$ cat src/sv/mep_pkg.sv
package mep_pkg;

  // Fixed widths of the pixel, register and arithmetic fields.
  localparam int WORD_W = 32;  // signed fixed-point container
  localparam int COL_W  = 13;  // pixel column and row
  localparam int ORG_W  = 12;  // window origin
  localparam int DEN_W  = 13;  // window dimension, also the divisor width
  localparam int NUM_W  = 17;  // integer part of a dividend
  localparam int ITER_W = 8;   // iteration count and colour
  localparam int CH_W   = 2;
  localparam int ADDR_W = 5;
  localparam int DATA_W = 32;
  localparam int REG_W  = 3;

  localparam logic signed [63:0] WORD_MAX = (64'sd1 <<< (WORD_W - 1)) - 64'sd1;
  localparam logic signed [63:0] WORD_MIN = -(64'sd1 <<< (WORD_W - 1));

  localparam int MAX_DIM_DEF   = 4096;
  localparam int FRAC_BITS_DEF = 28;

  // Register indexes on the configuration port.
  localparam logic [REG_W-1:0] REG_ORIGIN_X = 3'd0;
  localparam logic [REG_W-1:0] REG_ORIGIN_Y = 3'd1;
  localparam logic [REG_W-1:0] REG_WIDTH    = 3'd2;
  localparam logic [REG_W-1:0] REG_HEIGHT   = 3'd3;
  localparam logic [REG_W-1:0] REG_CHANNEL  = 3'd4;
  localparam logic [REG_W-1:0] REG_MAX_ITER = 3'd5;

  // Colour channel codes.
  localparam logic [CH_W-1:0] CH_RED   = 2'd0;
  localparam logic [CH_W-1:0] CH_GREEN = 2'd1;
  localparam logic [CH_W-1:0] CH_BLUE  = 2'd2;
  localparam logic [CH_W-1:0] CH_BLACK = 2'd3;

  typedef struct packed {
    logic [COL_W-1:0] pixel_col;
    logic [COL_W-1:0] pixel_row;
  } pix_in_t;

  typedef struct packed {
    logic [COL_W-1:0]  out_col;
    logic [COL_W-1:0]  out_row;
    logic [ITER_W-1:0] red;
    logic [ITER_W-1:0] green;
    logic [ITER_W-1:0] blue;
    logic [ITER_W-1:0] escape_count;
  } pix_out_t;

  typedef struct packed {
    logic [ORG_W-1:0]  origin_x;
    logic [ORG_W-1:0]  origin_y;
    logic [DEN_W-1:0]  width;
    logic [DEN_W-1:0]  height;
    logic [CH_W-1:0]   channel;
    logic [ITER_W-1:0] max_iterations;
  } cfg_t;

  // Commands from the controller to the datapath.
  typedef struct packed {
    logic load_pixel;
    logic div_step;
    logic map_load;
    logic iter_step;
    logic mul;
    logic color_load;
    logic fin;
  } cmd_t;

  // Status from the datapath to the controller.
  typedef struct packed {
    logic iter_go;
    logic need_color;
  } status_t;

  function automatic logic signed [WORD_W-1:0] sat_word(input logic signed [63:0] v);
    logic signed [WORD_W-1:0] res;
    if (v > WORD_MAX) begin
      res = WORD_MAX[WORD_W-1:0];
    end else if (v < WORD_MIN) begin
      res = WORD_MIN[WORD_W-1:0];
    end else begin
      res = v[WORD_W-1:0];
    end
    return res;
  endfunction

  function automatic logic signed [63:0] wext(input logic signed [WORD_W-1:0] x);
    return {{(64 - WORD_W){x[WORD_W-1]}}, x};
  endfunction

  function automatic logic [DEN_W-1:0] clamp_dim(input logic [DEN_W-1:0] d,
                                                 input logic [DEN_W-1:0] dmax);
    logic [DEN_W-1:0] res;
    if (d == '0) begin
      res = DEN_W'(1);
    end else if (d > dmax) begin
      res = dmax;
    end else begin
      res = d;
    end
    return res;
  endfunction

endpackage

$ cat src/sv/mep_ctrl.sv
module mep_ctrl
  import mep_pkg::*;
#(
  parameter int FRAC_BITS = FRAC_BITS_DEF
) (
  input  logic    clk,
  input  logic    rst_n,
  input  logic    start,
  input  status_t status,
  output logic    busy,
  output logic    out_valid,
  output cmd_t    cmd
);

  localparam int MAP_STEPS   = 16 + FRAC_BITS;
  localparam int COLOR_STEPS = NUM_W;
  localparam int CNT_W       = $clog2(MAP_STEPS);

  typedef enum logic [7:0] {
    S_IDLE = 8'b0000_0001,
    S_DIV  = 8'b0000_0010,
    S_MAP  = 8'b0000_0100,
    S_STEP = 8'b0000_1000,
    S_MUL  = 8'b0001_0000,
    S_CDIV = 8'b0010_0000,
    S_FIN  = 8'b0100_0000,
    S_OUT  = 8'b1000_0000
  } state_t;

  state_t           state_r, state_nxt;
  logic [CNT_W-1:0] cnt_r, cnt_nxt;
  logic             accept;

  always_comb begin
    busy      = !((state_r == S_IDLE) || (state_r == S_OUT));
    out_valid = (state_r == S_OUT);
    accept    = start && !busy;
    state_nxt = state_r;
    cnt_nxt   = cnt_r;
    cmd       = '0;
    unique case (state_r)
      S_IDLE, S_OUT: begin
        state_nxt = S_IDLE;
        if (accept) begin
          cmd.load_pixel = 1'b1;
          cnt_nxt        = '0;
          state_nxt      = S_DIV;
        end
      end
      S_DIV: begin
        cmd.div_step = 1'b1;
        cnt_nxt      = cnt_r + CNT_W'(1);
        if (cnt_r == CNT_W'(MAP_STEPS - 1)) begin
          state_nxt = S_MAP;
        end
      end
      S_MAP: begin
        cmd.map_load = 1'b1;
        state_nxt    = S_STEP;
      end
      S_STEP: begin
        if (status.iter_go) begin
          cmd.iter_step = 1'b1;
          state_nxt     = S_MUL;
        end else if (status.need_color) begin
          cmd.color_load = 1'b1;
          cnt_nxt        = '0;
          state_nxt      = S_CDIV;
        end else begin
          state_nxt = S_FIN;
        end
      end
      S_MUL: begin
        cmd.mul   = 1'b1;
        state_nxt = S_STEP;
      end
      S_CDIV: begin
        cmd.div_step = 1'b1;
        cnt_nxt      = cnt_r + CNT_W'(1);
        if (cnt_r == CNT_W'(COLOR_STEPS - 1)) begin
          state_nxt = S_FIN;
        end
      end
      S_FIN: begin
        cmd.fin   = 1'b1;
        state_nxt = S_OUT;
      end
      default: begin
        state_nxt = S_IDLE;
      end
    endcase
  end

  always_ff @(posedge clk) begin
    if (!rst_n) begin
      state_r <= S_IDLE;
      cnt_r   <= '0;
    end else begin
      state_r <= state_nxt;
      cnt_r   <= cnt_nxt;
    end
  end

endmodule

$ cat config.mk
export PLATFORM = sky130hd
export DESIGN_NAME = mep_ctrl
export DESIGN_NICKNAME = d
export VERILOG_FILES = /design/src/sv/mep_pkg.sv /design/src/sv/mep_ctrl.sv
export SDC_FILE = /design/constraint.sdc
export NUM_CORES = 1
export LEC_CHECK = 0
export ABC_AREA = 1
export BUFFER_PORTS_ARGS = -buffer_cell sky130_fd_sc_hd__buf_2
export CAP_MARGIN = 15
export CORE_ASPECT_RATIO = 1.2
export CORE_MARGIN = 4
export CORE_UTILIZATION = 54
export CTS_BUF_LIST = sky130_fd_sc_hd__clkbuf_16
export DETAILED_ROUTE_END_ITERATION = 8
export PLACE_DENSITY = 0.77
export SYNTH_ARGS = -nofsm -noshare
export SYNTH_HDL_FRONTEND = slang
export SYNTH_SLANG_ARGS = --single-unit
$ cat constraint.sdc
create_clock -name clk -period 1.5 [get_ports clk]
set_clock_uncertainty 0.15 [all_clocks]
set_input_delay 0.15 -clock clk [delete_from_list [all_inputs] [get_ports clk]]
set_output_delay 0.15 -clock clk [all_outputs]
set_load 0.03 [all_outputs]
==> flow_metrics.env, run 1 <==
export IMPL_design_portCount=14
export IMPL_synth_yosys_warnings=0
export IMPL_postSynthNetCount=138
export IMPL_cts_path_max_buffers=2
export IMPL_synthesis_instances=131
export IMPL_cell_chosen_for_the_clock_root="clkbuf_16"
export IMPL_hpwl_um=1570
export IMPL_run_error="[ERROR DPL-0038] Utilization greater than 100%, impossible to legalize"
export IMPL_synth_largest_area_cell="dfxtp_1"
export IMPL_cts_sinks=14
export IMPL_synth_top_cell_area_share=0.325
export IMPL_placement_io_buffers=13
export IMPL_place_ws_ns=-0.0241
export IMPL_syn_area_per_cell_um2=6.58
export IMPL_synth_cell_type_count=24
export IMPL_yosys_register_bits=14
export IMPL_synthTopCellsByArea="dfxtp_1 (33%), inv_1 (8.7%), nand2_1 (8.7%)"
export IMPL_synth_seq_area_share=0.325
export IMPL_row_count=15
export IMPL_grt_start_max_net_pins=13
export IMPL_floorplan_initialDensity=0.589
export IMPL_cts_htree_levels=1
export IMPL_haltStage="global routing"
export IMPL_tritoncts_num_buffers=3
export IMPL_placed_instance_area_mm2=0.00100
export IMPL_grt_worst_endpoint="cmd[6]"
export IMPL_post_synth_instance_area_um2=862
export IMPL_place_congestion=0.825
export IMPL_outcome="stopped before the end"
export IMPL_endpoint_type="top-level output"
export IMPL_floorplan_die_height_um=51.8
export IMPL_die_width_um=44.5
==> metrics by stage <==
| step | TNS, ns | instances | hold slack [ns] | utilization |
|---|---|---|---|---|
| 2_1_floorplan | 0 | 131 | 0.0846 | - |
| 3_3_place_gp | 0 | 165 | 0.217 | 0.685 |
| 3_5_place_dp | -0.106 | 165 | 0.223 | 0.685 |
| 4_1_cts | -0.679 | 180 | 0.111 | 0.877 |
==> Yosys cell counts <==
library cell,count
inv_1,20
nand2_1,20
nor2_1,18
dfxtp_1,14
nand3_1,12
a21oi_1,8
nor2_2,7
nand2_2,6
inv_2,4
nor3_1,3
o21ai_1,3
ha_1,2
nand2_4,2
nand4_1,2
a21oi_2,1
a31oi_1,1
clkbuf_1,1
clkinv_2,1
nand3_2,1
nor4_2,1
o21ai_2,1
o21bai_1,1
or2_2,1
xor2_1,1
==> timing repair <==
item / 4_1_cts
hold endpoints to repair: 1
cloned: 0
buffers inserted: 10
gates resized for setup: 38
pin swaps: 9
hold buffers: 1
setup endpoints to repair: 13
==> cell families after synthesis <==
group | count (synthesis) | share of synthesized area
buffers and inverters | 26 | 0.115
adders and majority gates | 2 | 0.0290
AOI/OAI and AO/OA | 15 | 0.100
and+or+nand+nor | 73 | 0.421
xor gates and xnor gates | 1 | 0.0102
DFF | 14 | 0.325
==> run 2: changes to the inputs <==
--- a/config.mk
+++ b/config.mk
@@ -8,12 +8,10 @@
 export ABC_AREA = 1
 export BUFFER_PORTS_ARGS = -buffer_cell sky130_fd_sc_hd__buf_2
 export CAP_MARGIN = 15
-export CORE_ASPECT_RATIO = 1.2
-export CORE_MARGIN = 4
-export CORE_UTILIZATION = 54
-export CTS_BUF_LIST = sky130_fd_sc_hd__clkbuf_16
+export CORE_AREA = 4 4 65 67
 export DETAILED_ROUTE_END_ITERATION = 8
-export PLACE_DENSITY = 0.77
+export DIE_AREA = 0 0 69 71
+export PLACE_DENSITY_LB_ADDON = 0.15
 export SYNTH_ARGS = -nofsm -noshare
 export SYNTH_HDL_FRONTEND = slang
 export SYNTH_SLANG_ARGS = --single-unit
==> flow_metrics.env, run 2 <==
export IMPL_synth_top_cell_area_share=0.325
export IMPL_place_congestion=0.828
export IMPL_die_area_mm2=0.00490
export IMPL_final_max_slew_viol_count=0
export IMPL_final_setup_violating_endpoints=15
export IMPL_synth_top_cells_by_count="inv_1 (20), nand2_1 (20), nor2_1 (18)"
export IMPL_grt_setup_unrepaired="true"
export IMPL_synth_yosys_warnings=0
export IMPL_synth_seq_area_share=0.325
export IMPL_die_width_um=69
export IMPL_post_route_cells_drive_above_1_share=0.580
export IMPL_post_route_worst_setup_slack_ns=-0.116
export IMPL_main_synth_ff_type="dfxtp_1"
export IMPL_slew_headroom=0.676
export IMPL_clkSlewWorstSetupHoldPaths_ns=0.07
export IMPL_post_synth_instance_area_um2=862
export IMPL_final_util=0.388
export IMPL_flow_area_growth_from_synthesis_pct=63.6
export IMPL_synthesis_instances=131
export IMPL_tritoncts_clock_tree="yes"
export IMPL_grt_start_max_net_pins=13
export IMPL_max_freq_mhz=619
export IMPL_num_nets_final=177
export IMPL_timing_final_hold_violations=0
export IMPL_crit_path_end_kind="output pin"
export IMPL_viasPerCell=4.37
export IMPL_synth_edf_count=0
export IMPL_standard_cell_core_area_mm2=0.00363
export IMPL_largest_register_ffs=8
export IMPL_post_place_cells=196
export IMPL_power_leakage_nw=0.593
export IMPL_antennaDiodeCount=0
export IMPL_design_portCount=14
export IMPL_clock_latency_ns=0.25
export IMPL_placement_io_buffers=13
export IMPL_worst_slew_pin_transition_ns=0.486
export IMPL_yosys_register_bits=14
export IMPL_synth_cell_type_count=24
export IMPL_grt_pass1_wl_um=4130
export IMPL_power_per_cell_area_mw_per_mm2=689
export IMPL_route_vias_total=949
export IMPL_startpoint_type="flop"
export IMPL_design_area_mm2=0.00141
export IMPL_outcome="complete, but fails checks"
export IMPL_top_regs="state_r (8), cnt_r (6)"
export IMPL_antenna_found_initial=0
export IMPL_worst_hold_path_type="primary input to flop"
export IMPL_number_of_global_route_vias_before_repair=979
export IMPL_cts_htree_levels=1
export IMPL_global_route_usage_sum=0.102
export IMPL_layoutNonFillerInstCount=217
export IMPL_signal_arrival_time_at_the_worst_endpoint_ns=1.32
export IMPL_synth_largest_area_cell="dfxtp_1"
export IMPL_routedWlPerCell_um=11.0
export IMPL_holdWs_ns=0.115
export IMPL_floorplan_initialDensity=0.237
export IMPL_most_common_cell_after_layout_fill_and_taps_aside="buf_4"
export IMPL_floorplan_die_height_um=71
export IMPL_syn_area_per_cell_um2=6.58
export IMPL_largest_register="state_r"
export IMPL_row_count=22
export IMPL_routed_wirelength_um=2380
export IMPL_cts_sinks=14
export IMPL_cts_path_max_buffers=2
export IMPL_setup_worst_path_class="flop to output pin"
export IMPL_tritoncts_num_buffers=3
export IMPL_drv_cap=0
export IMPL_postSynthNetCount=138
export IMPL_vdd_drop_max_mv=0.378
export IMPL_synthTopCellsByArea="dfxtp_1 (33%), inv_1 (8.7%), nand2_1 (8.7%)"
export IMPL_cell_chosen_for_the_clock_root="clkbuf_8"
export IMPL_crit_path_max_fanout=3
export IMPL_hpwl_um=1730
export IMPL_detail_route_drc_violations=0
export IMPL_mostFrequentLayoutCells="buf_4 (20), inv_1 (16), nand2_1 (16)"
export IMPL_placed_instance_area_mm2=0.00104
export IMPL_asyncSetResetFlopFracSynth=0
export IMPL_layout_min_cycle_time_ns=1.62
export IMPL_critical_path_required_ns=1.20
export IMPL_grt_overflow=0
export IMPL_detail_route_iter0_violations=21
export IMPL_drt_pass1_iter_count=4
export IMPL_failed_checks="setup timing"
export IMPL_number_of_nets_still_failing_antenna_checks_after_routing=0
export IMPL_timing_final_crit_share=1.08
export IMPL_final_setup_tns_ns=-0.862
[run 2: cell counts after synthesis]
Identical to the previous run, type by type.
[run 2: worst max-delay path: stages, from the launching register on]
cell and delay, ns:
dfxtp_2 0.34, nor2_4 0.15, nand2_4 0.09, buf_4 0.15
nor4_4 0.17, buf_6 0.17
[run 2: path summary, 6_finish.rpt]
check	startpoint	end	slack [ns]	depth (start not counted)
setup / recovery	state_r[1]$_SDFFE_PN0P_	cmd[2]	-0.12	5
hold / removal	status[0]	state_r[5]$_SDFFE_PN0P_	0.11	4
setup reg to reg	state_r[1]$_SDFFE_PN0P_	cnt_r[4]$_SDFFE_PN0P_	-0.06	12
hold reg to reg	cnt_r[1]$_SDFFE_PN0P_	cnt_r[1]$_SDFFE_PN0P_	0.33	2
[run 2: cell families (layout without fill, tap and decap cells)]
family | count (synthesis) | count (layout) | synth area share
compound gates | 15 | 15 | 0.100
fa+ha+maj | 2 | 2 | 0.0290
flops | 14 | 14 | 0.325
xor+xnor | 1 | 1 | 0.0102
simple gates | 73 | 73 | 0.421
buf+inv | 26 | 64 | 0.115
[run 2: report_power, final]
part	switching, mW	internal (mW)	total (mW)
sequential	0.00779	0.380	0.388
clock	0.142	0.232	0.375
combinational	0.123	0.0858	0.209
total	0.273	0.698	0.971
[run 2: final cells by class]
cell class | count | area (um2)
Inverter | 25 | 97.6
Multi-Input combinational cell | 91 | 612
Timing Repair Buffer | 35 | 293
Fill cell | 390 | 2220
Tap cell | 48 | 60.1
Clock buffer | 4 | 55.1
Sequential cell | 14 | 293
[run 2: repair_timing]
item | 4_1_cts | 5_1_grt
hold buffers | 1 | 0
hold endpoints to repair | 1 | 0
endpoints found under the setup margin | 10 | 20
setup buffers | 9 | 7
pin swaps | 6 | 8
resized for setup | 32 | 31
[run 2: routing by layer]
| layer | track usage | wire length (um) | share of wire | vias to the layer above |
|---|---|---|---|---|
| met5 | 0 | 0 | 0 | - |
| met4 | 0.0542 | 18 | 0.0076 | 0 |
| met3 | 0.0241 | 95 | 0.040 | 2 |
| met2 | 0.173 | 1250 | 0.53 | 13 |
| met1 | 0.118 | 1010 | 0.43 | 446 |
| li1 | - | - | - | 488 |
[run 2: stage by stage]
| step | setup slack, ns | total power [mW] |
|---|---|---|
| after global routing | -0.195 | 1.02 |
| after detailed placement | -0.0275 | 0.540 |
| after floorplan | 0.0377 | 0.500 |
| after CTS | -0.129 | 0.960 |
| after global placement | -0.0371 | 0.541 |
| final | -0.116 | 0.971 |
Power figures use the tool's default switching activity.
==> run 3: changes to the inputs <==
--- a/config.mk
+++ b/config.mk
@@ -12,6 +12,7 @@
 export DETAILED_ROUTE_END_ITERATION = 8
 export DIE_AREA = 0 0 69 71
 export PLACE_DENSITY_LB_ADDON = 0.15
+export SETUP_SLACK_MARGIN = 0.5
 export SYNTH_ARGS = -nofsm -noshare
 export SYNTH_HDL_FRONTEND = slang
 export SYNTH_SLANG_ARGS = --single-unit
==> flow_metrics.env, run 3 (synthesis results as in run 2) <==
export IMPL_outcome="complete, but fails checks"
export IMPL_failed_checks="setup timing"
export IMPL_clkSlewWorstSetupHoldPaths_ns=0.06
export IMPL_timing_rr_end="cnt_r[0]$_SDFFE_PN0P_"
export IMPL_route_vias_total=929
export IMPL_crit_reg2reg_launch="state_r[0]$_SDFFE_PN1P_"
export IMPL_placed_instance_area_mm2=0.00112
export IMPL_clock_latency_ns=0.24
export IMPL_timing_hold_worst_endpoint="state_r[5]$_SDFFE_PN0P_"
export IMPL_grt_overflow=0
export IMPL_cts_sinks=14
export IMPL_mostFrequentLayoutCells="nand2_1 (16), buf_6 (16), inv_2 (11), inv_1 (11), buf_4 (11)"
export IMPL_detail_route_iter0_violations=6
export IMPL_design_portCount=14
export IMPL_timing_hold_worst_path_depth=3
export IMPL_reg2regPathDepth=12
export IMPL_largest_register="state_r"
export IMPL_final_setup_violating_endpoints=16
export IMPL_drt_pass1_iter_count=4
export IMPL_detail_route_drc_violations=0
export IMPL_grt_start_max_net_pins=13
export IMPL_antennaDiodeCount=0
export IMPL_drv_cap=0
export IMPL_timing_final_crit_share=1.09
export IMPL_cts_htree_levels=1
export IMPL_worst_hold_path_type="primary input to flop"
export IMPL_critPathLaunch="state_r[6]$_SDFFE_PN0P_"
export IMPL_crit_path_max_fanout=3
export IMPL_fill_cells=372
export IMPL_top_regs="state_r (8), cnt_r (6)"
export IMPL_largest_register_ffs=8
export IMPL_grt_setup_unrepaired="true"
export IMPL_number_of_global_route_vias_before_repair=910
export IMPL_row_count=22
export IMPL_placement_io_buffers=13
export IMPL_startpoint_type="flop"
export IMPL_post_route_cells_drive_above_1_share=0.643
export IMPL_die_width_um=69
export IMPL_timing_final_hold_violations=0
export IMPL_viasPerCell=4.30
export IMPL_slew_headroom=0.655
export IMPL_final_max_slew_viol_count=0
export IMPL_reg2reg_setup_slack_ns=-0.07
export IMPL_signal_arrival_time_at_the_worst_endpoint_ns=1.34
export IMPL_layoutNonFillerInstCount=216
export IMPL_max_freq_mhz=611
export IMPL_place_congestion=0.827
export IMPL_die_area_mm2=0.00490
export IMPL_floorplan_die_height_um=71
export IMPL_tritoncts_num_buffers=3
export IMPL_holdWs_ns=0.0710
export IMPL_cell_chosen_for_the_clock_root="clkbuf_8"
export IMPL_grt_pass1_wl_um=4060
export IMPL_antenna_found_initial=0
export IMPL_power_leakage_nw=0.607
export IMPL_layout_min_cycle_time_ns=1.64
export IMPL_floorplan_initialDensity=0.237
export IMPL_worst_slew_pin_transition_ns=0.517
export IMPL_design_area_mm2=0.00152
export IMPL_post_place_cells=192
export IMPL_num_nets_final=176
export IMPL_vdd_drop_max_mv=0.366
export IMPL_setup_worst_path_class="flop to output pin"
export IMPL_area_of_all_sequential_standard_cells_um2=300
export IMPL_routed_wirelength_um=2380
export IMPL_global_route_usage_sum=0.102
export IMPL_power_per_cell_area_mw_per_mm2=649
export IMPL_number_of_nets_still_failing_antenna_checks_after_routing=0
export IMPL_final_util=0.417
export IMPL_crit_path_end_kind="output pin"
export IMPL_multi_input_area_um2=683
export IMPL_hold_path_startpoint="status[0]"
export IMPL_tritoncts_clock_tree="yes"
export IMPL_cts_path_max_buffers=2
export IMPL_flow_area_growth_from_synthesis_pct=75.8
export IMPL_post_route_worst_setup_slack_ns=-0.136
export IMPL_hpwl_um=1750
export IMPL_critical_path_required_ns=1.20
export IMPL_routedWlPerCell_um=11.0
export IMPL_standard_cell_core_area_mm2=0.00363
-- run 3: changes by cell type in the layout (fill, tap and decap cells not counted), sizes merged --
cell and change:
dlygate4sd3 +1, buf -2
-- run 3: repair_timing --
action,4_1_cts,5_1_grt
endpoints found under the hold margin,1,1
resized for setup,35,20
pin swaps,18,8
endpoints found under the setup margin,23,23
hold buffers,1,1
cloned,0,0
setup buffers,12,6
-- run 3: power by group --
part / switching (mW) / internal (mW) / leakage [nW]
Sequential: 0.00845 / 0.376 / 0.118
Clock: 0.133 / 0.232 / 0.0288
Combinational: 0.131 / 0.104 / 0.460
-- run 3: per-stage QoR --
step | total power, mW | setup TNS [ns] | setup WS [ns]
after floorplan | 0.521 | 0 | 0.0689
after global placement | 0.554 | 0 | 0.00754
after global routing | 1.03 | -2.42 | -0.208
after CTS | 0.963 | -0.911 | -0.142
final | 0.983 | -1.08 | -0.136
after detailed placement | 0.555 | 0 | 0.00964
-- run 3: final cells by class --
class,count,share of cell area
Sequential cell,14,0.198
Inverter,25,0.0718
Timing Repair Buffer,34,0.203
Clock buffer,4,0.0363
Tap cell,48,0.0396
Multi-Input combinational cell,91,0.451
-- run 3: worst max path at each step --
| stage | endpoint | slack, ns | cells past startpoint |
|---|---|---|---|
| 4_1_cts | cmd[6] | -0.14 | 8 |
| 5_1_grt | cmd[6] | -0.21 | 8 |
| 6_report | cmd[3] | -0.14 | 6 |
| 3_5_place_dp | cnt_r[5]$_SDFFE_PN0P_ | 0.01 | 8 |
| 3_3_place_gp | cnt_r[4]$_SDFFE_PN0P_ | 0.008 | 8 |
| 2_1_floorplan | state_r[0]$_SDFFE_PN1P_ | 0.07 | 6 |
-- run 3: critical path, stage by stage (launching register included) --
cell	delay, ns
dfxtp_2	0.33
nor2_2	0.17
nand2_4	0.10
nor2_4	0.18
inv_2	0.08
nor2_4	0.10
buf_6	0.13
-- run 3: routing by layer --
layer / GRT usage / vias to the layer above / part of all wire
met3: 0.0156 / 2 / 0.025
met5: 0 / - / 0
met2: 0.174 / 12 / 0.50
li1: - / 483 / -
met4: 0.0456 / 0 / 0.0076
met1: 0.127 / 432 / 0.46
